`config.mk`:
```
export PLATFORM = sky130hd
export DESIGN_NAME = automaton_string_match_counter
export DESIGN_NICKNAME = d
export VERILOG_FILES = /design/src/rtl/asmc_pkg.sv /design/src/rtl/asmc_next_state.sv /design/src/rtl/automaton_string_match_counter.sv
export SDC_FILE = /design/constraint.sdc
export NUM_CORES = 1
export LEC_CHECK = 0
export BUFFER_PORTS_ARGS = -buffer_cell sky130_fd_sc_hd__buf_2
export CAP_MARGIN = 40
export CELL_PAD_IN_SITES_DETAIL_PLACEMENT = 1
export CELL_PAD_IN_SITES_GLOBAL_PLACEMENT = 1
export CORE_ASPECT_RATIO = 1.2
export CORE_MARGIN = 5
export CORE_UTILIZATION = 51
export DETAILED_ROUTE_END_ITERATION = 10
export PLACE_DENSITY = 0.89
export SLEW_MARGIN = 40
export SYNTH_ARGS = -nofsm -noshare
export SYNTH_HDL_FRONTEND = slang
export SYNTH_SLANG_ARGS = --single-unit
export TNS_END_PERCENT = 5
```
`constraint.sdc`:
```
create_clock -name clk -period 9.95 [get_ports clk]
set_input_delay 0.995 -clock clk [delete_from_list [all_inputs] [get_ports clk]]
set_output_delay 0.995 -clock clk [all_outputs]
set_load 0.01 [all_outputs]
```
`src/rtl/asmc_pkg.sv`:
```
// Shared types and constants of the string match counter.
// No dependencies.
package asmc_pkg;

    localparam int BYTE_W     = 8;
    localparam int PATTERN_W  = 64;
    localparam int LEN_W      = 4;
    localparam int Q_W        = 3;
    localparam int OUT_CNT_W  = 32;
    localparam int CFG_IDX_W  = 1;

    // Configuration register indexes
    typedef enum logic [CFG_IDX_W-1:0] {
        REG_PATTERN_BYTES  = 1'b0,
        REG_PATTERN_LENGTH = 1'b1
    } cfg_reg_t;

    // Outcome of one byte through the automaton
    typedef struct packed {
        logic           found;
        logic [Q_W-1:0] q;
    } step_t;

endpackage

```
`src/rtl/asmc_next_state.sv`:
```
// Next matched-prefix length for one text byte, by parallel byte compares.
// Depends on asmc_pkg.
module asmc_next_state
    import asmc_pkg::*;
#(
    parameter int MAX_PATTERN = 8,
    parameter int HIST_DEPTH  = 7
)
(
    input  logic [PATTERN_W-1:0]               pattern,
    input  logic [LEN_W-1:0]                   pattern_len,
    input  logic [Q_W-1:0]                     q,
    input  logic                               start,
    input  logic [HIST_DEPTH-1:0][BYTE_W-1:0]  hist,
    input  logic [BYTE_W-1:0]                  text_byte,
    output step_t                              step
);

    logic [MAX_PATTERN-1:0] cand_ok;
    logic [LEN_W-1:0]       len_eff;
    logic [LEN_W-1:0]       top;
    logic [LEN_W-1:0]       q_start;
    logic [LEN_W-1:0]       next_k;

    // Candidate k: pattern byte k-1 equals the byte, earlier bytes equal history
    for (genvar k = 1; k <= MAX_PATTERN; k++) begin : g_cand
        logic [k-1:0] eq;
        assign eq[0] = (pattern[BYTE_W*(k-1) +: BYTE_W] == text_byte);
        for (genvar j = 0; j < k - 1; j++) begin : g_hist
            assign eq[j+1] = (pattern[BYTE_W*j +: BYTE_W] == hist[k-2-j]);
        end
        assign cand_ok[k-1] = &eq;
    end

    // Length clamp: zero acts as one, above maximum acts as maximum
    always_comb
    begin
        priority if (pattern_len == '0)
            len_eff = LEN_W'(1);
        else if (pattern_len > LEN_W'(MAX_PATTERN))
            len_eff = LEN_W'(MAX_PATTERN);
        else
            len_eff = pattern_len;
    end

    // Highest candidate allowed: min(q + 1, length), q cleared on start
    assign q_start = start ? '0 : LEN_W'(q);
    assign top     = ((q_start + LEN_W'(1)) > len_eff) ? len_eff : (q_start + LEN_W'(1));

    // Largest valid candidate not above top
    always_comb
    begin
        next_k = '0;
        for (int k = 1; k <= MAX_PATTERN; k++)
        begin
            if (cand_ok[k-1] && (LEN_W'(k) <= top))
                next_k = LEN_W'(k);
        end
    end

    // Full match counts and returns to zero
    assign step.found = (next_k == len_eff);
    assign step.q     = step.found ? '0 : next_k[Q_W-1:0];

endmodule

```
`src/rtl/automaton_string_match_counter.sv`:
```
// Top level of the streaming string match counter.
// Depends on asmc_pkg and asmc_next_state.
//
//  channel   direction  handshake            payload
//  input     in         in_valid / in_stall   text_byte, start_of_text
//  output    out        out_valid / out_stall match_found, match_count, matched_length
//  config    in         cfg_write             cfg_index, cfg_data
//
// One byte is taken per cycle while in_stall is low; a result is registered when its byte leaves the input register.
// The next prefix length is found combinationally by comparing all pattern bytes
// against the byte and the recent-byte history in parallel.
// Reset clears the pattern, sets length to one, and clears state and count.
// A stalled output holds; the input register then stalls the input side.
module automaton_string_match_counter
    import asmc_pkg::*;
#(
    parameter int MAX_PATTERN = 8,
    parameter int COUNT_WIDTH = 32
)
(
    input  logic                  clk,
    input  logic                  rst_n,
    // text input
    input  logic                  in_valid,
    output logic                  in_stall,
    input  logic [BYTE_W-1:0]     text_byte,
    input  logic                  start_of_text,
    // result output
    output logic                  out_valid,
    input  logic                  out_stall,
    output logic                  match_found,
    output logic [OUT_CNT_W-1:0]  match_count,
    output logic [Q_W-1:0]        matched_length,
    // configuration writes
    input  logic                  cfg_write,
    input  logic [CFG_IDX_W-1:0]  cfg_index,
    input  logic [PATTERN_W-1:0]  cfg_data
);

    localparam int HIST_DEPTH = (MAX_PATTERN > 1) ? (MAX_PATTERN - 1) : 1;
    localparam logic [COUNT_WIDTH-1:0] COUNT_MAX = '1;

    logic [PATTERN_W-1:0]              pattern_reg;
    logic [LEN_W-1:0]                  length_reg;

    logic                              in_valid_reg;
    logic                              in_valid_next;
    logic [BYTE_W-1:0]                 byte_reg;
    logic                              start_reg;

    logic [Q_W-1:0]                    q_reg;
    logic [HIST_DEPTH-1:0][BYTE_W-1:0] hist_reg;
    logic [COUNT_WIDTH-1:0]            count_reg;
    logic [COUNT_WIDTH-1:0]            count_next;
    logic [COUNT_WIDTH-1:0]            count_base;

    logic                              out_valid_reg;
    logic                              out_valid_next;
    logic                              found_reg;
    logic [OUT_CNT_W-1:0]              out_count_reg;
    logic [Q_W-1:0]                    out_q_reg;

    logic                              out_free;
    logic                              advance;
    logic                              in_take;
    step_t                             step;

    // Handshake: the input register moves on whenever the result register frees up
    assign out_free = !out_valid_reg || !out_stall;
    assign advance  = in_valid_reg && out_free;
    assign in_stall = in_valid_reg && !out_free;
    assign in_take  = in_valid && !in_stall;

    assign in_valid_next  = in_take ? 1'b1 : (advance ? 1'b0 : in_valid_reg);
    assign out_valid_next = advance ? 1'b1 : (out_free ? 1'b0 : out_valid_reg);

    // Configuration registers
    always_ff @(posedge clk or negedge rst_n)
    begin
        if (!rst_n)
        begin
            pattern_reg <= '0;
            length_reg  <= LEN_W'(1);
        end
        else if (cfg_write)
        begin
            unique case (cfg_reg_t'(cfg_index))
                REG_PATTERN_BYTES:  pattern_reg <= cfg_data;
                REG_PATTERN_LENGTH: length_reg  <= cfg_data[LEN_W-1:0];
                default:            pattern_reg <= pattern_reg;
            endcase
        end
    end

    // Input register
    always_ff @(posedge clk or negedge rst_n)
    begin
        if (!rst_n)
            in_valid_reg <= 1'b0;
        else
            in_valid_reg <= in_valid_next;
    end

    always_ff @(posedge clk)
    begin
        if (in_take)
        begin
            byte_reg  <= text_byte;
            start_reg <= start_of_text;
        end
    end

    // Automaton step
    asmc_next_state #(
        .MAX_PATTERN (MAX_PATTERN),
        .HIST_DEPTH  (HIST_DEPTH)
    ) u_next_state (
        .pattern     (pattern_reg),
        .pattern_len (length_reg),
        .q           (q_reg),
        .start       (start_reg),
        .hist        (hist_reg),
        .text_byte   (byte_reg),
        .step        (step)
    );

    // Saturating occurrence count, cleared on start
    assign count_base = start_reg ? '0 : count_reg;
    assign count_next = (step.found && (count_base != COUNT_MAX))
                        ? (count_base + COUNT_WIDTH'(1)) : count_base;

    // Matcher state
    always_ff @(posedge clk or negedge rst_n)
    begin
        if (!rst_n)
        begin
            q_reg     <= '0;
            hist_reg  <= '0;
            count_reg <= '0;
        end
        else if (advance)
        begin
            q_reg     <= step.q;
            count_reg <= count_next;
            for (int i = HIST_DEPTH - 1; i > 0; i--)
            begin
                hist_reg[i] <= hist_reg[i-1];
            end
            hist_reg[0] <= byte_reg;
        end
    end

    // Result register
    always_ff @(posedge clk or negedge rst_n)
    begin
        if (!rst_n)
            out_valid_reg <= 1'b0;
        else
            out_valid_reg <= out_valid_next;
    end

    always_ff @(posedge clk)
    begin
        if (advance)
        begin
            found_reg     <= step.found;
            out_count_reg <= OUT_CNT_W'(count_next);
            out_q_reg     <= step.q;
        end
    end

    assign out_valid      = out_valid_reg;
    assign match_found    = found_reg;
    assign match_count    = out_count_reg;
    assign matched_length = out_q_reg;

endmodule

```
==> flow_summary.toml <==
[die]
fp.dieH_um = 185
ios = 117
die_area_um2 = 28900
die_w_um = 156
coreArea_um2 = 25400
initial_core_util_pct = 51.4
std_cell_rows = 64

[global_routing]
globalRouteMet3Util_pct = 4.63
grt_pass1_wl_um = 69200
grt_max_degree = 86
first_global_vias = 11418
grt-ovfl-total = 0
gr-usage-met2_pct = 55.4
use_met1_pct = 37.4
antenna_found_initial = 3
grt_use_total_pct = 31.3
grt_busiest_layer = "met2"

[place]
dpl-instance-area_um2 = 13500
port-buffer-count = 116
hpwl_um = 32100
globalplace.congestion = 1.03

[hold_path]
holdPathStages = 2
min_path_type = "reg -> reg"

[layout]
largest_register_ff_count = 64
most-common-layout-cells = "nand2_1 (228), xor2_1 (164), dfrtp_1 (160), xnor2_1 (144), buf_2 (115)"
antenna_cells = 0
fillCellCount = 2834
fin_nets = 1445
stdcell_area_um2 = 14200
layout-drive-gt1-share_pct = 18.8
layout_commonest_cell = "nand2_1"
syn2layout_area_growth_pct = 8.89

[sta]
maxSlewHeadroom_pct = 45.5
fin_skew_ns = 0.0177
worst_pin_slew_ns = 0.818
setup_violations = 0
fin_crit_sh_pct = 61.5
hold_viol = 0
fin_crit_ns = 6.12
rsz0062_at_grt = "no"
tns_ns = 0
fmax_mhz = 163
finalMaxSlewViolations = 0

[pwr]
power-per-cell-area_nw_per_um2 = 207
ir_drop_v = 0.000154
power.leakage_nw = 5.99

[cts]
cts_setup_buffers = 0
worstSkewPairLatency_ns = 0.52
cts.sinks = 206
clk_pin_slew_ns = 0.06
cts_buffers = 22
cts.hold.buffers_added = 0
cts_tree = "yes"
cts.path.max_buffers = 3
htreeDepth = 1
root_buffer = "clkbuf_16"
cts_resized = 0

[setup_path]
critical_path.max_stage_delay_ns = 0.71
end_kind = "register"
crit_type = "reg -> reg"
critPathMaxFanout = 54
cp_cell_sequence = "buf_4 -> nand2b_1 -> inv_1 -> ha_1 -> ha_1 -> nor2b_1 -> o211ai_2 -> a21o_1 -> mux2i_2 -> a211oi_1 -> o31ai_1 -> a21oi_1 -> xor2_1 -> or3_1 -> inv_2 -> and3_1 -> xor2_1"
crit_buf_inv = 3
critical_path_depth = 17
r2r_cells = 17
cp_top_family = "simple AND/OR/NAND/NOR gates"
required_ns = 10.22
critPathArrivalTime_ns = 6.39
worst_setup_path_start_kind = "register"
cp_slowest_cell = "or3_1"

[outcome]
status = "complete, no violations"

[job]
cap_viol_max_count = 0

[synthesis]
synth-seq-cells = 206
synth_cells = 1349
yosysWarnings = 0
synth_area_leaders = "dfrtp_1 (31%), xor2_1 (11%), edfxtp_1 (10%)"
synth.avg_cell_area_um2 = 9.67
ys_seq_area_share_pct = 41.3
synth_top_cell_area_share_pct = 30.7
yosysTopAreaCell = "dfrtp_1"
syn_nets = 1434
syn-cell-area_um2 = 13000
ys_types = 69
synth_flop_cell = "dfrtp_1"
synth_edf_count = 45
async_reset_ff_share_pct = 78.2

[route]
wire_per_inst_um = 26.5
first_iter_violations = 659
ant_nets = 0
vias = 10555
drt_first_pass_iters = 4
drt-total-wl_um = 45200
drc = 0
vias_per_cell = 6.19
## metrics by stage
step	utilization [%]	setup slack, ns	std cells	hold slack [ns]	power (mW)
global placement	53.0	4.19	1666	0.480	2.05
detailed placement	53.0	3.90	1666	0.488	2.09
CTS	55.9	3.89	1705	0.503	2.95
finish	55.9	3.83	1705	0.500	2.95
floorplan	-	5.01	1349	0.457	1.82
global route	55.9	3.32	1705	0.526	3.07
## final cells by class
cell class / count / area (µm²) / share of cell area (%)
well taps: 330 / 413 / 2.91
flip-flops and latches: 206 / 5380 / 37.9
repair buffers: 126 / 669 / 4.71
clock inverters: 6 / 61.3 / 0.432
multi-input cells: 987 / 6930 / 48.8
inverters: 17 / 65.1 / 0.458
clock buffers: 33 / 676 / 4.76
## cells in the mapped netlist, types with 6 or more instances
| cell type | number |
|---|---|
| nor2_1 | 27 |
| nand4_1 | 57 |
| a221o_1 | 10 |
| o21ai_0 | 7 |
| mux2_2 | 71 |
| buf_4 | 8 |
| buf_2 | 47 |
| nor2b_1 | 17 |
| nand2_1 | 229 |
| inv_1 | 13 |
| o31ai_1 | 6 |
| o21a_1 | 7 |
| o211ai_1 | 7 |
| nand3_1 | 28 |
| nor3_1 | 24 |
| clkbuf_1 | 66 |
| buf_1 | 6 |
| or3_1 | 8 |
| a21oi_1 | 17 |
| nor4_1 | 56 |
| buf_6 | 10 |
| mux2i_1 | 6 |
| and3_1 | 11 |
| dfrtp_1 | 160 |
| ha_1 | 6 |
| edfxtp_1 | 45 |
| and2_1 | 6 |
| xnor2_1 | 144 |
| xor2_1 | 164 |
## per-layer routing
layer / up-vias / wire (µm)
met3: 177 / 2830
met2: 435 / 22900
met4: 6 / 2570
met5: - / 37
met1: 5314 / 16900
li1: 4623 / -
## power breakdown
part	total [mW]	internal, mW	leakage [nW]	switching [mW]
combinational	0.712	0.350	3.18	0.362
sequential	1.38	1.01	2.45	0.377
clock	0.850	0.496	0.356	0.354
## cell families after synthesis
group                    Yosys count  share of synthesized area [%]
adder cells (fa/ha/maj)            6                          0.576
flip-flops                       206                           41.3
AND/OR/NAND/NOR                  495                           19.1
XOR/XNOR                         308                           20.7
buffers and inverters            156                           5.77
multiplexers                      78                           6.70
AO/OA/AOI/OAI                    100                           5.86
## final timing paths
kind,start,endpoint,slack [ns]
setup / recovery,start_reg$_DFFE_PP_,match_count[2]$_DFFE_PP_,3.83
hold / removal,hist_reg[49]$_DFFE_PN0P_,hist_reg[49]$_DFFE_PN0P_,0.50
setup reg to reg,start_reg$_DFFE_PP_,match_count[2]$_DFFE_PP_,3.83
hold reg to reg,hist_reg[49]$_DFFE_PN0P_,hist_reg[49]$_DFFE_PN0P_,0.50
max in group asynchronous,rst_n,hist_reg[53]$_DFFE_PN0P_,8.30
min in group asynchronous,rst_n,pattern_reg[36]$_DFFE_PN0P_,0.52
## worst reg2reg max path, cell delays in order, from the launching register on
cell      delay [ns]
edfxtp_1        0.32
buf_4           0.46
nand2b_1        0.30
inv_1           0.10
ha_1            0.39
ha_1            0.32
nor2b_1         0.15
o211ai_2        0.22
a21o_1          0.38
mux2i_2         0.44
a211oi_1        0.13
o31ai_1         0.39
a21oi_1         0.18
xor2_1          0.40
or3_1           0.71
inv_2           0.50
and3_1          0.35
xor2_1          0.14
Power figures use the tool's default switching activity.
